`config.mk`:
```
export PLATFORM = sky130hd
export DESIGN_NAME = base32_stream_codec_flat
export DESIGN_NICKNAME = d
export VERILOG_FILES = /design/src/hdl/b32_pkg.sv /design/src/hdl/b32_if.sv /design/src/hdl/b32_core.sv /design/src/hdl/b32_emit.sv /design/src/hdl/base32_stream_codec.sv /design/src/flat_wrapper.sv
export SDC_FILE = /design/constraint.sdc
export NUM_CORES = 1
export LEC_CHECK = 0
export ABC_CLOCK_PERIOD_IN_PS = 12730
export CAP_MARGIN = 20
export CORE_MARGIN = 4
export CORE_UTILIZATION = 50
export DETAILED_ROUTE_END_ITERATION = 12
export DONT_BUFFER_PORTS = 1
export GPL_TIMING_DRIVEN = 0
export PLACE_DENSITY_LB_ADDON = 0.12
export SYNTH_ARGS = -nofsm -noshare
export SYNTH_HDL_FRONTEND = slang
export SYNTH_SLANG_ARGS = --single-unit
```
`constraint.sdc`:
```
create_clock -name clk_i -period 12.73 [get_ports clk_i]
set_input_delay 1.273 -clock clk_i [delete_from_list [all_inputs] [get_ports clk_i]]
set_output_delay 1.273 -clock clk_i [all_outputs]
set_load 0.02 [all_outputs]
```
`src/hdl/b32_pkg.sv`:
```
// ---------------------------------------------------------------------------
// b32_pkg
// Widths, register indexes, result group type and alphabet helpers.
// ---------------------------------------------------------------------------
package b32_pkg;

  localparam int unsigned ValW     = 8;
  localparam int unsigned LimitW   = 16;
  localparam int unsigned CfgIdxW  = 4;
  localparam int unsigned CfgDataW = 16;
  localparam int unsigned MaxRes   = 3;
  localparam int unsigned ResCntW  = 2;

  localparam logic [CfgIdxW-1:0] CfgModeIdx  = 4'd0;
  localparam logic [CfgIdxW-1:0] CfgLimitIdx = 4'd1;

  localparam logic ModeEncode = 1'b0;
  localparam logic ModeDecode = 1'b1;

  localparam logic [LimitW-1:0] LimitReset = 16'd24;

  // results produced by one input item
  typedef struct packed {
    logic [ResCntW-1:0]             count;
    logic [MaxRes-1:0][ValW-1:0]    value;
    logic                           msg_last;
  } b32_group_t;

  typedef struct packed {
    logic       ok;
    logic [4:0] sym;
  } b32_sym_t;

  // 5-bit symbol to alphabet character (A-Z, 2-7)
  function automatic logic [ValW-1:0] sym_char(input logic [4:0] s);
    logic [ValW-1:0] w;
    w = {3'b000, s};
    if (s < 5'd26) begin
      return 8'h41 + w;
    end
    return 8'h18 + w;
  endfunction

  // character to 5-bit symbol; A-Z and a-z share 0-25, 2-7 give 26-31
  function automatic b32_sym_t char_sym(input logic [ValW-1:0] c);
    b32_sym_t r;
    logic [ValW-1:0] d;
    r = '0;
    d = '0;
    if (c >= 8'h41 && c <= 8'h5A) begin
      d = c - 8'h41;
      r.ok = 1'b1;
    end else if (c >= 8'h61 && c <= 8'h7A) begin
      d = c - 8'h61;
      r.ok = 1'b1;
    end else if (c >= 8'h32 && c <= 8'h37) begin
      d = c - 8'h18;
      r.ok = 1'b1;
    end
    r.sym = d[4:0];
    return r;
  endfunction

endpackage

```
`src/hdl/b32_if.sv`:
```
// ---------------------------------------------------------------------------
// b32 stream interfaces
// Input item, result item and configuration write channels.
// ---------------------------------------------------------------------------
interface b32_in_if;
  import b32_pkg::*;
  logic            valid;
  logic            ready;
  logic [ValW-1:0] in_value;
  logic            in_last;
  modport source (output valid, in_value, in_last, input ready);
  modport sink   (input valid, in_value, in_last, output ready);
endinterface

interface b32_out_if;
  import b32_pkg::*;
  logic            valid;
  logic            ready;
  logic [ValW-1:0] out_value;
  logic            out_run_end;
  logic            out_msg_end;
  modport source (output valid, out_value, out_run_end, out_msg_end, input ready);
  modport sink   (input valid, out_value, out_run_end, out_msg_end, output ready);
endinterface

interface b32_cfg_if;
  import b32_pkg::*;
  logic                valid;
  logic                ready;
  logic [CfgIdxW-1:0]  index;
  logic [CfgDataW-1:0] data;
  modport source (output valid, index, data, input ready);
  modport sink   (input valid, index, data, output ready);
endinterface

```
`src/hdl/b32_core.sv`:
```
// ---------------------------------------------------------------------------
// b32_core
// Message state and the per-item encode/decode step.
// ---------------------------------------------------------------------------
module b32_core (
  input  logic                        clk_i,
  input  logic                        rst_ni,
  input  logic                        clear_i,
  input  logic                        step_i,
  input  logic                        mode_i,
  input  logic [b32_pkg::LimitW-1:0]  out_limit_i,
  input  logic [b32_pkg::ValW-1:0]    value_i,
  input  logic                        last_i,
  output b32_pkg::b32_group_t         group_o
);
  import b32_pkg::*;

  logic [7:0]        store_q, store_d;
  logic [2:0]        count_q, count_d;
  logic [LimitW-1:0] bytes_q, bytes_d;
  logic              hit_q, hit_d;

  // encode path
  logic [2:0]  e_cnt;
  logic [7:0]  e_keep;
  logic [11:0] e_acc;
  logic [3:0]  e_tot;
  logic        e_two;
  logic [11:0] e_sh0, e_sh1;
  logic [2:0]  e_rem;
  logic [11:0] e_mask;
  logic [7:0]  e_store;
  logic [7:0]  e_fsh;
  logic        e_flush;

  // decode path
  b32_sym_t          d_sym;
  logic              d_blk0, d_take, d_emit;
  logic [3:0]        d_cnt, d_cnt2;
  logic [11:0]       d_acc, d_sh, d_mask;
  logic [7:0]        d_byte1, d_byte2, d_store;
  logic [2:0]        d_count;
  logic [LimitW-1:0] d_bytes;
  logic              d_hit, d_blk1, d_flush;

  b32_group_t grp;

  always_comb begin
    e_cnt   = (count_q > 3'd4) ? 3'd0 : count_q;
    e_keep  = store_q & ((8'd1 << e_cnt) - 8'd1);
    e_acc   = {e_keep[3:0], value_i};
    e_tot   = {1'b0, e_cnt} + 4'd8;
    e_two   = (e_tot >= 4'd10);
    e_sh0   = e_acc >> (e_tot - 4'd5);
    e_sh1   = e_acc >> (e_tot - 4'd10);
    e_rem   = e_two ? 3'(e_tot - 4'd10) : 3'(e_tot - 4'd5);
    e_mask  = (12'd1 << e_rem) - 12'd1;
    e_store = 8'(e_acc & e_mask);
    e_fsh   = e_store << (3'd5 - e_rem);
    e_flush = last_i && (e_rem != 3'd0);
  end

  always_comb begin
    d_sym   = char_sym(value_i);
    d_blk0  = hit_q || (bytes_q >= out_limit_i);
    d_take  = d_sym.ok && !d_blk0;
    d_cnt   = {1'b0, count_q} + 4'd5;
    d_acc   = {store_q[6:0], d_sym.sym};
    d_emit  = d_take && (d_cnt >= 4'd8);
    d_sh    = d_acc >> (d_cnt - 4'd8);
    d_byte1 = d_sh[7:0];
    d_cnt2  = (d_cnt >= 4'd8) ? (d_cnt - 4'd8) : d_cnt;
    d_mask  = (12'd1 << d_cnt2) - 12'd1;
    d_store = d_take ? 8'(d_acc & d_mask) : store_q;
    d_count = d_take ? d_cnt2[2:0] : count_q;
    d_bytes = bytes_q + {{(LimitW-1){1'b0}}, d_emit};
    d_hit   = hit_q || (d_emit && (d_bytes >= out_limit_i));
    d_blk1  = d_hit || (d_bytes >= out_limit_i);
    d_flush = last_i && (d_count != 3'd0) && !d_blk1;
    d_byte2 = d_store << (3'd0 - d_count);  // shift by 8 - count, mod 8
  end

  always_comb begin
    grp = '0;
    grp.msg_last = last_i;
    if (mode_i == ModeEncode) begin
      grp.value[0] = sym_char(e_sh0[4:0]);
      grp.value[1] = e_two ? sym_char(e_sh1[4:0]) : sym_char(e_fsh[4:0]);
      grp.value[2] = sym_char(e_fsh[4:0]);
      grp.count    = 2'd1 + {1'b0, e_two} + {1'b0, e_flush};
    end else begin
      grp.value[0] = d_emit ? d_byte1 : d_byte2;
      grp.value[1] = d_byte2;
      grp.count    = {1'b0, d_emit} + {1'b0, d_flush};
    end
  end

  assign group_o = grp;

  always_comb begin
    store_d = store_q;
    count_d = count_q;
    bytes_d = bytes_q;
    hit_d   = hit_q;
    if (clear_i || (step_i && last_i)) begin
      store_d = '0;
      count_d = '0;
      bytes_d = '0;
      hit_d   = 1'b0;
    end else if (step_i) begin
      if (mode_i == ModeEncode) begin
        store_d = e_store;
        count_d = e_rem;
      end else begin
        store_d = d_store;
        count_d = d_count;
        bytes_d = d_bytes;
        hit_d   = d_hit;
      end
    end
  end

  always_ff @(posedge clk_i or negedge rst_ni) begin
    if (!rst_ni) begin
      store_q <= '0;
      count_q <= '0;
      bytes_q <= '0;
      hit_q   <= 1'b0;
    end else begin
      store_q <= store_d;
      count_q <= count_d;
      bytes_q <= bytes_d;
      hit_q   <= hit_d;
    end
  end

endmodule

```
`src/hdl/b32_emit.sv`:
```
// ---------------------------------------------------------------------------
// b32_emit
// Result register: holds one result group and sends it one item a cycle while the output is ready.
// ---------------------------------------------------------------------------
module b32_emit (
  input  logic                clk_i,
  input  logic                rst_ni,
  input  logic                load_i,
  input  b32_pkg::b32_group_t group_i,
  output logic                ready_o,
  b32_out_if.source           out_o
);
  import b32_pkg::*;

  logic [MaxRes-1:0][ValW-1:0] vals_q;
  logic [ResCntW-1:0]          rem_q, rem_d;
  logic [ResCntW-1:0]          idx_q, idx_d;
  logic                        msg_q;
  logic                        xfer, load;

  assign xfer    = out_o.valid && out_o.ready;
  assign ready_o = (rem_q == '0) || (xfer && (rem_q == 2'd1));
  assign load    = load_i && ready_o;

  assign out_o.valid       = (rem_q != '0);
  assign out_o.out_value   = vals_q[idx_q];
  assign out_o.out_run_end = (rem_q == 2'd1);
  assign out_o.out_msg_end = (rem_q == 2'd1) && msg_q;

  always_comb begin
    rem_d = rem_q;
    idx_d = idx_q;
    if (load) begin
      rem_d = group_i.count;
      idx_d = '0;
    end else if (xfer) begin
      rem_d = rem_q - 2'd1;
      idx_d = idx_q + 2'd1;
    end
  end

  always_ff @(posedge clk_i or negedge rst_ni) begin
    if (!rst_ni) begin
      rem_q <= '0;
      idx_q <= '0;
    end else begin
      rem_q <= rem_d;
      idx_q <= idx_d;
    end
  end

  always_ff @(posedge clk_i) begin
    if (load) begin
      vals_q <= group_i.value;
      msg_q  <= group_i.msg_last;
    end
  end

endmodule

```
`src/hdl/base32_stream_codec.sv`:
```
// ---------------------------------------------------------------------------
// base32_stream_codec
// Unpadded base32 encoder/decoder (alphabet A-Z, 2-7) on item streams.
// ---------------------------------------------------------------------------
//  channel | dir | payload                              | transfer when
//  --------+-----+--------------------------------------+-------------------
//  in_i    | in  | in_value[7:0], in_last               | valid && ready
//  out_o   | out | out_value[7:0], out_run_end, msg_end | valid && ready
//  cfg_i   | in  | index[3:0], data[15:0]               | valid && ready
//
//  An item waits in the input register, then its whole step is resolved
//  into a result group in one pass; the group drains through the single
//  output port at one result per cycle while out_o is ready. An item gives
//  1 to 3 results in encode and 0 to 2 in decode. Input is taken while the
//  last result of the previous group leaves. Reset clears all message state
//  and the registers (mode=encode, out_limit=24). Output stalls back up into
//  in_i.ready.
// ---------------------------------------------------------------------------
module base32_stream_codec (
  input  logic      clk_i,
  input  logic      rst_ni,
  b32_in_if.sink    in_i,
  b32_out_if.source out_o,
  b32_cfg_if.sink   cfg_i
);
  import b32_pkg::*;

  // configuration registers
  logic              mode_q;
  logic [LimitW-1:0] limit_q;
  logic              cfg_xfer;
  logic              mode_wr;

  // input register
  logic            s1_valid_q;
  logic [ValW-1:0] s1_value_q;
  logic            s1_last_q;

  logic       emit_ready;
  logic       s1_move;
  logic       in_xfer;
  b32_group_t group;

  // config is always taken; writes must only arrive while the codec is idle (the block does not enforce it)
  assign cfg_i.ready = 1'b1;
  assign cfg_xfer    = cfg_i.valid && cfg_i.ready;
  assign mode_wr     = cfg_xfer && (cfg_i.index == CfgModeIdx);

  always_ff @(posedge clk_i or negedge rst_ni) begin
    if (!rst_ni) begin
      mode_q  <= ModeEncode;
      limit_q <= LimitReset;
    end else if (cfg_xfer) begin
      unique case (cfg_i.index)
        CfgModeIdx:  mode_q  <= cfg_i.data[0];
        CfgLimitIdx: limit_q <= cfg_i.data[LimitW-1:0];
        default: ;  // unknown register: dropped
      endcase
    end
  end

  // item moves on when the result register can take its group
  assign s1_move    = s1_valid_q && emit_ready;
  assign in_i.ready = !s1_valid_q || emit_ready;
  assign in_xfer    = in_i.valid && in_i.ready;

  always_ff @(posedge clk_i or negedge rst_ni) begin
    if (!rst_ni) begin
      s1_valid_q <= 1'b0;
    end else if (in_i.ready) begin
      s1_valid_q <= in_i.valid;
    end
  end

  always_ff @(posedge clk_i) begin
    if (in_xfer) begin
      s1_value_q <= in_i.in_value;
      s1_last_q  <= in_i.in_last;
    end
  end

  // step logic and message state; a mode write starts a fresh message
  b32_core u_core (
    .clk_i       (clk_i),
    .rst_ni      (rst_ni),
    .clear_i     (mode_wr),
    .step_i      (s1_move),
    .mode_i      (mode_q),
    .out_limit_i (limit_q),
    .value_i     (s1_value_q),
    .last_i      (s1_last_q),
    .group_o     (group)
  );

  // result register and serializer
  b32_emit u_emit (
    .clk_i   (clk_i),
    .rst_ni  (rst_ni),
    .load_i  (s1_valid_q),
    .group_i (group),
    .ready_o (emit_ready),
    .out_o   (out_o)
  );

endmodule

```
`src/flat_wrapper.sv`:
```
// flat-port wrapper written by rule: the top's interface ports become plain ports
module base32_stream_codec_flat import b32_pkg::*;
  (clk_i, rst_ni, in_i_valid, in_i_in_value, in_i_in_last, in_i_ready, out_o_valid, out_o_out_value, out_o_out_run_end, out_o_out_msg_end, out_o_ready, cfg_i_valid, cfg_i_index, cfg_i_data, cfg_i_ready);
  b32_in_if in_i_i ();
  b32_out_if out_o_i ();
  b32_cfg_if cfg_i_i ();
  input  logic clk_i;
  input  logic rst_ni;
  input wire logic [$bits(in_i_i.valid)-1:0] in_i_valid;
  input wire logic [$bits(in_i_i.in_value)-1:0] in_i_in_value;
  input wire logic [$bits(in_i_i.in_last)-1:0] in_i_in_last;
  output wire logic [$bits(in_i_i.ready)-1:0] in_i_ready;
  output wire logic [$bits(out_o_i.valid)-1:0] out_o_valid;
  output wire logic [$bits(out_o_i.out_value)-1:0] out_o_out_value;
  output wire logic [$bits(out_o_i.out_run_end)-1:0] out_o_out_run_end;
  output wire logic [$bits(out_o_i.out_msg_end)-1:0] out_o_out_msg_end;
  input wire logic [$bits(out_o_i.ready)-1:0] out_o_ready;
  input wire logic [$bits(cfg_i_i.valid)-1:0] cfg_i_valid;
  input wire logic [$bits(cfg_i_i.index)-1:0] cfg_i_index;
  input wire logic [$bits(cfg_i_i.data)-1:0] cfg_i_data;
  output wire logic [$bits(cfg_i_i.ready)-1:0] cfg_i_ready;
  assign in_i_i.valid = in_i_valid;
  assign in_i_i.in_value = in_i_in_value;
  assign in_i_i.in_last = in_i_in_last;
  assign in_i_ready = in_i_i.ready;
  assign out_o_valid = out_o_i.valid;
  assign out_o_out_value = out_o_i.out_value;
  assign out_o_out_run_end = out_o_i.out_run_end;
  assign out_o_out_msg_end = out_o_i.out_msg_end;
  assign out_o_i.ready = out_o_ready;
  assign cfg_i_i.valid = cfg_i_valid;
  assign cfg_i_i.index = cfg_i_index;
  assign cfg_i_i.data = cfg_i_data;
  assign cfg_i_ready = cfg_i_i.ready;
  base32_stream_codec u_core (.clk_i(clk_i), .rst_ni(rst_ni), .in_i(in_i_i), .out_o(out_o_i), .cfg_i(cfg_i_i));
endmodule
```
==> results of run 1 <==
[metal layers]
metal | track usage [%] | vias up | routed length [um]
li1 | - | 3302 | -
met1 | 38.0 | 3423 | 10700
met2 | 39.5 | 280 | 10200
met3 | 5.02 | 26 | 1640
met4 | 5.54 | 0 | 301
met5 | 0 | - | 0
[power by group]
part	switching (uW)	internal (uW)	leakage (uW)
Clock	106	152	0.000137
Combinational	828	469	0.00249
Sequential	51.5	392	0.000966
[flip-flops by register name, indices dropped and copies added (netlist names)]
name	flops
u_core.u_core.store_q	8
u_core.u_core.hit_q	1
u_core.s1_value_q	8
u_core.u_emit.idx_q	2
u_core.u_emit.rem_q	2
u_core.mode_q	1
u_core.s1_last_q	1
u_core.s1_valid_q	1
u_core.u_core.count_q	3
u_core.limit_q	16
u_core.u_emit.vals_q	23
u_core.u_core.bytes_q	16
u_core.u_emit.msg_q	1
[layout make-up]
| type | count | area [sq um] | area share, % |
|---|---|---|---|
| well taps | 211 | 264 | 3.13 |
| plain buffers | 49 | 262 | 3.10 |
| inverters | 50 | 195 | 2.31 |
| multi-input cells | 697 | 5190 | 61.5 |
| clock inverters | 4 | 51.3 | 0.607 |
| clock buffers | 12 | 236 | 2.80 |
| flip-flops and latches | 83 | 2240 | 26.6 |
[worst max path at each step]
stage / to / slack [ns] / cells past startpoint
2_1_floorplan: u_core.u_emit.rem_q[0] / 6.99 / 31
3_3_place_gp: u_core.u_emit.rem_q[0] / 5.23 / 32
3_5_place_dp: u_core.u_emit.rem_q[0] / 5.21 / 32
4_1_cts: u_core.u_emit.rem_q[0] / 5.16 / 32
5_1_grt: u_core.u_emit.rem_q[0] / 4.49 / 32
6_report: u_core.u_emit.rem_q[0] / 5.03 / 32
[cell usage after synthesis (4+ instances only)]
cell type  count
and2_1        10
dfrtp_1       48
o21ai_0       79
o21ai_1        4
buf_4          5
a32o_1         5
a21oi_1       36
or3_1          5
inv_1         44
nand3_1       42
nand2_1       88
nand4_1        7
mux4_2        19
xor2_1        10
nor2b_1       17
or2_2          4
o22ai_1        8
a32oi_1        5
edfxtp_1      33
mux2_2        20
buf_6          5
nor2_1        50
xnor2_1       14
clkbuf_1      34
a31oi_1       11
nor3_1        13
ha_1          67
mux2i_1       25
o211ai_1      14
a21o_1        10
a22o_1        12
and3_1        17
nand2b_1      10
nor3b_1        5
a211oi_1      10
a21boi_0       5
[worst max-delay path: cells and delay by family (launching register included)]
kind            cells  cell delay [ns]
xor+xnor            1             0.22
buf+inv             6             1.69
fa+ha+maj           5             1.35
simple gates       11             1.95
compound gates      9             1.95
flops               1             0.37
[cell families after synthesis]
kind of cell | synth area share [%]
adder cells (fa/ha/maj) | 10.6
flip-flops | 28.4
AO/OA/AOI/OAI | 21.8
AND/OR/NAND/NOR | 18.3
multiplexers | 12.1
buffers and inverters | 5.78
other | 0.0475
XOR/XNOR | 2.87
[metrics by stage]
step	setup slack (ns)	utilization [%]	power, uW
floorplan	6.99	-	1390
global placement	5.23	53.3	1690
detailed placement	5.21	53.3	1710
CTS	5.16	55.2	1980
global route	4.49	55.2	2140
finish	5.03	55.2	2000
==> flow_metrics.py, run 1 <==
metrics = {
    "timing": {
        "setup_violations": 0,
        "slew_viol_final": 0,
        "fin_worst_skew_ns": 0.0107,
        "final.period_utilization_pct": 60.5,
        "fin_hold_ws_ns": 0.505,
        "rsz0062_at_grt": "no",
        "worst_pin_slew_ns": 1.16,
        "final-hold-violation-count": 0,
        "max_slew_margin_pct": 21.8,
        "fin_crit_ns": 7.70,
        "finalSetupTns_ns": 0,
        "fmax_ghz": 0.130,
    },
    "clock_network": {
        "cts_max_level": 3,
        "postCtsSetupRepairBufs": 0,
        "cts_hold_buf": 0,
        "path_clk_slew_ns": 0.06,
        "cts_resized": 0,
        "cts_tree": "built",
        "root_buffer": "clkbuf_16",
        "ctsLongestPathBuffers": 2,
        "worstSkewPairLatency_ns": 0.35,
        "clock_sinks": 83,
        "cts_made_buffers": 9,
    },
    "global_route": {
        "antenna_found_initial": 0,
        "grt_overflow": 0,
        "grt_pass1_wl_mm": 36.7,
        "grt_max_degree": 51,
        "grtUsageTotal_pct": 25.8,
        "grt_pass1_vias": 6644,
    },
    "logic_synthesis": {
        "yosysTopAreaCell": "dfrtp_1",
        "synth_ff_type": "dfrtp_1",
        "synth_warnings": 0,
        "postSynthAreaPerCell_sq_um": 8.98,
        "synth.top_cell.area_share_pct": 15.2,
        "ys_ff_latch": 83,
        "synthCells": 879,
        "ys_types": 93,
        "synth-async-reset-ratio_pct": 60.2,
        "netlist_area_sq_mm": 0.00790,
        "syn_nets": 980,
        "synth.area.top_cells": "dfrtp_1 15%, edfxtp_1 13%, ha_1 11%, mux4_2 5.4%, o21ai_0 5.0%",
        "ys_seq_area_share_pct": 28.4,
        "synth_edf_count": 33,
    },
    "route": {
        "drc": 0,
        "drt_first_pass_iters": 6,
        "ant_nets": 0,
        "drt_iter0_drc": 717,
        "wirelength_mm": 22.9,
        "vias_per_cell": 6.36,
        "vias": 7031,
        "wl_per_cell_um": 20.7,
    },
    "place": {
        "dpl_cell_area_sq_mm": 0.00816,
        "placedCellCount": 1090,
        "portBuffers": 0,
        "hpwl_mm": 17.7,
        "place_congestion": 0.939,
    },
    "worst_setup_path": {
        "slowest_stage": "clkbuf_1",
        "ff2ff_path_depth": 32,
        "cpMostUsedCell": "ha_1",
        "cp_max_fo": 11,
        "end_kind": "flip-flop",
        "cp_slowest_stage_delay_ns": 0.50,
        "cp-start-kind": "flip-flop",
        "worst_ep_required_time_ns": 12.95,
        "r2r_start": "u_core.s1_value_q[0]",
        "reg2reg_to": "u_core.u_emit.rem_q[0]",
        "reg2reg_slack_ns": 5.03,
        "crit_path_start": "u_core.s1_value_q[0]",
        "arrival_ns": 7.92,
        "crit_type": "flip-flop to flip-flop",
    },
    "die": {
        "die_y_um": 134,
        "floorplan.initialDensity_pct": 51.6,
        "row_count": 45,
        "ios": 47,
        "design.core.area_sq_mm": 0.0153,
        "dieWidth_um": 134,
        "die_area_sq_mm": 0.0179,
    },
    "cells_and_area": {
        "area_delta_synth_final_pct": 6.99,
        "fillers": 1395,
        "mostFrequentLayoutCell": "nand2_1",
        "final_layout_size_suffix_gt1_share_pct": 11.1,
        "final_area_sq_mm": 0.00845,
        "layout.cells.non_filler": 1106,
        "nNetsFinal": 991,
        "final_cell_mix": "88 x nand2_1, 79 x o21ai_0, 67 x ha_1, 50 x nor2_1, 48 x dfrtp_1",
        "insertedDiodeCount": 0,
    },
    "power": {
        "ir_drop_uv": 108,
        "static-leakage-power_uw": 0.00359,
        "power_density_mw_per_mm2": 237,
    },
    "run_status": {
        "outcome": "completed",
    },
    "min_path": {
        "hold_start": "u_core.limit_q[7]",
        "min_path_type": "flip-flop to flip-flop",
        "hold_end": "u_core.limit_q[7]",
        "hold_depth": 1,
    },
    "run": {
        "max-cap-violations": 0,
    },
}
No activity file was read; power rests on OpenSTA's default activity.
==> inputs of run 2 (changes only) <==
--- a/config.mk
+++ b/config.mk
@@ -5,7 +5,8 @@
 export SDC_FILE = /design/constraint.sdc
 export NUM_CORES = 1
 export LEC_CHECK = 0
-export ABC_CLOCK_PERIOD_IN_PS = 12730
+export ABC_AREA = 1
+export ABC_CLOCK_PERIOD_IN_PS = 6300
 export CAP_MARGIN = 20
 export CORE_MARGIN = 4
 export CORE_UTILIZATION = 50
==> constraint.sdc (replaced) <==
create_clock -name clk_i -period 6.3 [get_ports clk_i]
set_input_delay 0.63 -clock clk_i [delete_from_list [all_inputs] [get_ports clk_i]]
set_output_delay 0.63 -clock clk_i [all_outputs]
set_load 0.02 [all_outputs]
==> flow_metrics.py, run 2 <==
metrics = {
    "route": {
        "wl_per_cell_um": 16.4,
        "ant_nets": 0,
        "vias_per_cell": 5.61,
        "drt_first_pass_iters": 6,
        "drc": 0,
        "drt_iter0_drc": 595,
        "wirelength_mm": 21.0,
        "vias": 7178,
    },
    "timing": {
        "fin_ws_ns": 0.507,
        "final-hold-violation-count": 0,
        "slew_viol_final": 0,
        "fmax_ghz": 0.173,
        "setup_violations": 0,
        "final.period_utilization_pct": 92.0,
        "worst_pin_slew_ns": 0.863,
        "fin_worst_skew_ns": 0.00587,
        "fin_hold_ws_ns": 0.116,
        "fin_crit_ns": 5.79,
        "max_slew_margin_pct": 42.5,
    },
    "logic_synthesis": {
        "syn_nets": 1178,
        "ys_seq_area_share_pct": 30.1,
        "ys_ff_latch": 83,
        "synthCells": 1077,
        "netlist_top_cells_count": "267 x nand2_1, 123 x inv_1, 109 x nand3_1",
        "synth_ff_type": "dfrtp_1",
        "yosysMostFrequentCell": "nand2_1",
        "postSynthAreaPerCell_sq_um": 6.93,
        "ys_types": 54,
        "synth_edf_count": 33,
        "yosysTopAreaCell": "dfrtp_1",
        "netlist_area_sq_mm": 0.00747,
        "synth_warnings": 0,
        "synth.top_cell.area_share_pct": 16.1,
        "synth.area.top_cells": "dfrtp_1 16%, nand2_1 13%, edfxtp_1 13%, ha_1 11%, nand3_1 7.3%",
        "synth-async-reset-ratio_pct": 60.2,
    },
    "die": {
        "die_y_um": 130,
        "ios": 47,
        "row_count": 44,
        "dieWidth_um": 130,
        "design.core.area_sq_mm": 0.0146,
        "floorplan.initialDensity_pct": 51.2,
        "die_area_sq_mm": 0.0170,
    },
    "cells_and_area": {
        "area_delta_synth_final_pct": 8.30,
        "final_layout_size_suffix_gt1_share_pct": 7.21,
        "regMostFlops": "u_core.u_emit.vals_q",
        "regArea_sq_mm": 0.00224,
        "top_regs": "u_core.u_emit.vals_q: 23 flops, u_core.limit_q: 16 flops, u_core.u_core.bytes_q: 16 flops",
        "largest_reg_flops": 23,
        "insertedDiodeCount": 0,
        "nNetsFinal": 1192,
        "final_cell_mix": "267 x nand2_1, 123 x inv_1, 109 x nand3_1, 92 x nor2_1, 77 x o21ai_0",
        "fillers": 1435,
        "mostFrequentLayoutCell": "nand2_1",
        "multi_input_area_sq_mm": 0.00456,
    },
    "worst_setup_path": {
        "end_kind": "flip-flop",
        "arrival_ns": 6.01,
        "crit_type": "flip-flop to flip-flop",
        "cp_max_fo": 10,
        "cp-start-kind": "flip-flop",
        "worst_ep_required_time_ns": 6.51,
        "slowest_stage": "dfstp_2",
        "cpMostUsedCell": "nand2_1",
        "cp_slowest_stage_delay_ns": 0.51,
    },
    "run": {
        "max-cap-violations": 0,
    },
    "power": {
        "ir_drop_uv": 247,
        "power_density_mw_per_mm2": 629,
        "static-leakage-power_uw": 0.00398,
        "power_uw": 5080,
    },
    "clock_network": {
        "cts_tree": "built",
        "clock_sinks": 83,
        "ctsLongestPathBuffers": 2,
        "cts_max_level": 3,
        "path_clk_slew_ns": 0.06,
        "worstSkewPairLatency_ns": 0.35,
        "cts_made_buffers": 9,
        "root_buffer": "clkbuf_16",
    },
    "global_route": {
        "grt_pass1_vias": 6616,
        "grt_overflow": 0,
        "grt_max_degree": 49,
        "grtUsageTotal_pct": 25.5,
        "antenna_found_initial": 0,
        "grt_pass1_wl_mm": 34.0,
    },
    "place": {
        "portBuffers": 0,
        "place_congestion": 0.929,
        "pre_cts_ws_ns": 0.378,
        "hpwl_mm": 16.5,
    },
    "run_status": {
        "outcome": "completed",
    },
    "min_path": {
        "min_path_type": "input port to async pin",
    },
}
==> run 2: cell types whose count changed after synthesis, moves of 19 or more <==
cell	previous run	this run
mux2i_1	25	0
nor2_1	50	93
mux4_2	19	0
mux2_2	20	0
a21oi_1	36	61
inv_1	44	123
nand3_1	42	109
nand2_1	88	267
==> run 2: worst paths after layout <==
| path | slack (ns) | from | cells past startpoint | to |
|---|---|---|---|---|
| setup / recovery | 0.51 | u_core.limit_q[3] | 37 | u_core.u_emit.rem_q[0] |
| hold / removal | 0.12 | rst_ni | 0 | u_core.limit_q[4] |
| setup reg to reg | 0.51 | u_core.limit_q[3] | 37 | u_core.u_emit.rem_q[0] |
| hold reg to reg | 0.53 | u_core.limit_q[3] | 2 | u_core.limit_q[3] |
| max in group asynchronous | 5.94 | rst_ni | 1 | u_core.u_core.store_q[2] |
| min in group clk_i | 0.38 | in_i_in_last | 0 | u_core.s1_last_q |
==> run 2: final cells by class <==
| class | count | share of cell area, % |
|---|---|---|
| repair buffers | 3 | 0.774 |
| flip-flops and latches | 83 | 27.8 |
| clock buffers | 9 | 2.79 |
| plain buffers | 32 | 1.87 |
| inverters | 140 | 6.56 |
| clock inverters | 7 | 0.944 |
| multi-input cells | 822 | 56.5 |
| well taps | 184 | 2.85 |
==> run 2: cell families after synthesis <==
kind of cell / synth area share (%)
compound gates: 16.3
fa+ha+maj: 11.2
flops: 30.1
simple gates: 31.1
other cells: 0.0502
buf+inv: 9.13
xor+xnor: 2.11
==> run 2: what timing repair did <==
action                                  CTS  global route
buffers inserted                          0             1
hold buffers                              1             0
endpoints found under the setup margin    0             2
gates resized for setup                   0             4
hold endpoints to repair                 48             0
==> run 2: metrics by stage <==
| stage | util (%) | cell area (sq um) | TNS, ns | std cells |
|---|---|---|---|---|
| final | 55.4 | 8090 | 0 | 1280 |
| after global routing | 55.4 | 8090 | -0.00564 | 1280 |
| after CTS | 55.2 | 8060 | 0 | 1279 |
| after detailed placement | 53.0 | 7730 | 0 | 1262 |
| after global placement | 52.8 | 7700 | 0 | 1261 |
| after floorplan | - | 7470 | 0 | 1077 |
==> run 2: power breakdown <==
group | internal (uW) | switching [uW] | leakage [uW]
clock | 310 | 232 | 0.000146
sequential | 838 | 96.0 | 0.000933
combinational | 1110 | 2490 | 0.00290
==> run 2: critical path: cells and delay by family (launching register included) <==
| family | cells | cell delay (ns) |
|---|---|---|
| AOI/OAI and AO/OA | 4 | 0.45 |
| xor gates and xnor gates | 1 | 0.21 |
| adders and majority gates | 5 | 1.29 |
| buffers and inverters | 7 | 0.65 |
| DFF | 1 | 0.51 |
| and+or+nand+nor | 20 | 2.53 |
==> run 2: routing by layer <==
metal  global-route usage (%)  wire length [um]
met1                     37.0             10400
met2                     38.1              8870
met3                     5.77              1450
met4                     6.91               339
met5                        0                 0
==> inputs of run 3 (changes only) <==
--- a/config.mk
+++ b/config.mk
@@ -8,8 +8,10 @@
 export ABC_AREA = 1
 export ABC_CLOCK_PERIOD_IN_PS = 6300
 export CAP_MARGIN = 20
+export CELL_PAD_IN_SITES_DETAIL_PLACEMENT = 1
+export CELL_PAD_IN_SITES_GLOBAL_PLACEMENT = 1
 export CORE_MARGIN = 4
-export CORE_UTILIZATION = 50
+export CORE_UTILIZATION = 43
 export DETAILED_ROUTE_END_ITERATION = 12
 export DONT_BUFFER_PORTS = 1
 export GPL_TIMING_DRIVEN = 0
==> flow_metrics.py, run 3 (synthesis gave the netlist of run 2 again) <==
metrics = {
    "run_status": {
        "outcome": "completed",
    },
    "place": {
        "portBuffers": 0,
        "place_congestion": 0.914,
        "hpwl_mm": 19.0,
        "pre_cts_ws_ns": 0.163,
    },
    "timing": {
        "fmax_ghz": 0.175,
        "finalSetupTns_ns": 0,
        "max_slew_margin_pct": 35.2,
        "setup_violations": 0,
        "final-hold-violation-count": 0,
        "worst_pin_slew_ns": 0.972,
        "slew_viol_final": 0,
        "fin_ws_ns": 0.582,
        "final.period_utilization_pct": 90.8,
        "fin_crit_ns": 5.72,
        "fin_worst_skew_ns": 0.0172,
    },
    "min_path": {
        "min_path_type": "input port to async pin",
    },
    "cells_and_area": {
        "nNetsFinal": 1194,
        "regMostFlops": "u_core.u_emit.vals_q",
        "utilization_pct": 48.3,
        "largest_reg_flops": 23,
        "mostFrequentLayoutCell": "nand2_1",
        "fillers": 2266,
        "top_regs": "u_core.u_emit.vals_q: 23 flops, u_core.limit_q: 16 flops, u_core.u_core.bytes_q: 16 flops",
        "final_layout_size_suffix_gt1_share_pct": 7.74,
        "insertedDiodeCount": 0,
        "regArea_sq_mm": 0.00224,
        "area_delta_synth_final_pct": 8.92,
        "final_cell_mix": "266 x nand2_1, 122 x inv_1, 109 x nand3_1, 91 x nor2_1, 77 x o21ai_0",
        "multi_input_area_sq_mm": 0.00457,
    },
    "clock_network": {
        "worstSkewPairLatency_ns": 0.35,
        "ctsLongestPathBuffers": 2,
        "cts_tree": "built",
        "cts_max_level": 3,
        "path_clk_slew_ns": 0.07,
        "clock_sinks": 83,
        "cts_made_buffers": 9,
        "root_buffer": "clkbuf_16",
    },
    "route": {
        "drc": 0,
        "wl_per_cell_um": 18.4,
        "drt_iter0_drc": 527,
        "vias": 7435,
        "wirelength_mm": 24.2,
        "drt_first_pass_iters": 5,
        "vias_per_cell": 5.64,
        "ant_nets": 0,
    },
    "worst_setup_path": {
        "cp-start-kind": "flip-flop",
        "arrival_ns": 5.92,
        "ff2ff_path_depth": 37,
        "cpMostUsedCell": "nand2_1",
        "slowest_stage": "dfstp_2",
        "cp_slowest_stage_delay_ns": 0.52,
        "r2r_start": "u_core.limit_q[3]",
        "end_kind": "flip-flop",
        "crit_end": "u_core.u_emit.rem_q[0]",
        "worst_ep_required_time_ns": 6.51,
        "crit_path_start": "u_core.limit_q[3]",
        "cp_max_fo": 10,
        "reg2reg_to": "u_core.u_emit.rem_q[0]",
        "reg2reg_slack_ns": 0.58,
        "crit_type": "flip-flop to flip-flop",
    },
    "die": {
        "design.core.area_sq_mm": 0.0168,
        "ios": 47,
        "dieWidth_um": 140,
        "die_y_um": 140,
        "die_area_sq_mm": 0.0195,
        "floorplan.initialDensity_pct": 44.4,
        "row_count": 47,
    },
    "power": {
        "static-leakage-power_uw": 0.00398,
        "ir_drop_uv": 287,
        "power_density_mw_per_mm2": 639,
    },
    "global_route": {
        "grt_overflow": 0,
        "grt_pass1_vias": 7272,
        "antenna_found_initial": 0,
        "grtUsageTotal_pct": 25.1,
        "grt_pass1_wl_mm": 39.8,
        "grt_max_degree": 49,
    },
    "run": {
        "max-cap-violations": 0,
    },
}
## run 3: cell count changes in the layout (fill, tap and decap cells not counted), sizes merged
cell,delta
buf,+2
clkinv,-2
clkbuf,+3
bufinv,-1
## run 3: layout make-up
type	instances	area share [%]
tap	220	3.39
sequential	83	27.6
buffer	32	1.86
clock inverter	4	0.385
timing repair buffer	5	0.800
multi-input combinational	822	56.3
clock buffer	12	3.15
inverter	140	6.55
## run 3: worst min path at each step
stage	end	from	depth (start not counted)	slack (ns)
final	u_core.limit_q[3]	rst_ni	0	0.11
after global placement	u_core.limit_q[12]	rst_ni	0	0.34
after detailed placement	u_core.limit_q[12]	rst_ni	0	0.34
after floorplan	u_core.limit_q[0]	rst_ni	0	0.33
after global routing	u_core.limit_q[3]	rst_ni	0	0.1
after CTS	u_core.limit_q[3]	rst_ni	0	0.11
## run 3: metrics by stage
stage / hold slack [ns] / std cells / power (uW) / cell area, sq um
after floorplan: 0.334 / 1077 / 3600 / 7470
after global placement: 0.336 / 1297 / 4500 / 7740
after detailed placement: 0.336 / 1298 / 4580 / 7760
after CTS: 0.106 / 1315 / 5150 / 8070
after global routing: 0.0999 / 1318 / 5710 / 8130
final: 0.113 / 1318 / 5190 / 8130
## run 3: what timing repair did
item	in CTS	in global routing
resized for setup	0	9
hold endpoints to repair	48	0
hold buffers	1	0
setup endpoints to repair	0	2
setup buffers	0	3
## run 3: power by group
| part | internal (uW) | leakage (uW) | switching, uW |
|---|---|---|---|
| clock network | 292 | 0.000140 | 231 |
| logic | 1110 | 0.00290 | 2610 |
| registers | 838 | 0.000933 | 108 |
| total | 2240 | 0.00398 | 2950 |
## run 3: worst max-delay path: cells and delay by family (launching register included)
kind	cells	cell delay [ns]
AO/OA/AOI/OAI	4	0.49
XOR/XNOR	1	0.19
adder cells (fa/ha/maj)	5	1.24
buffers and inverters	7	0.66
flip-flops	1	0.52
AND/OR/NAND/NOR	20	2.45
## run 3: layer usage
metal  vias up  part of all wire [%]  GRT usage [%]
li1       3638                     -              -
met1      3576                    51           39.0
met2       194                    43           37.7
met3        27                   4.6           2.92
met4         0                   1.5           5.05
met5         -                     0              0
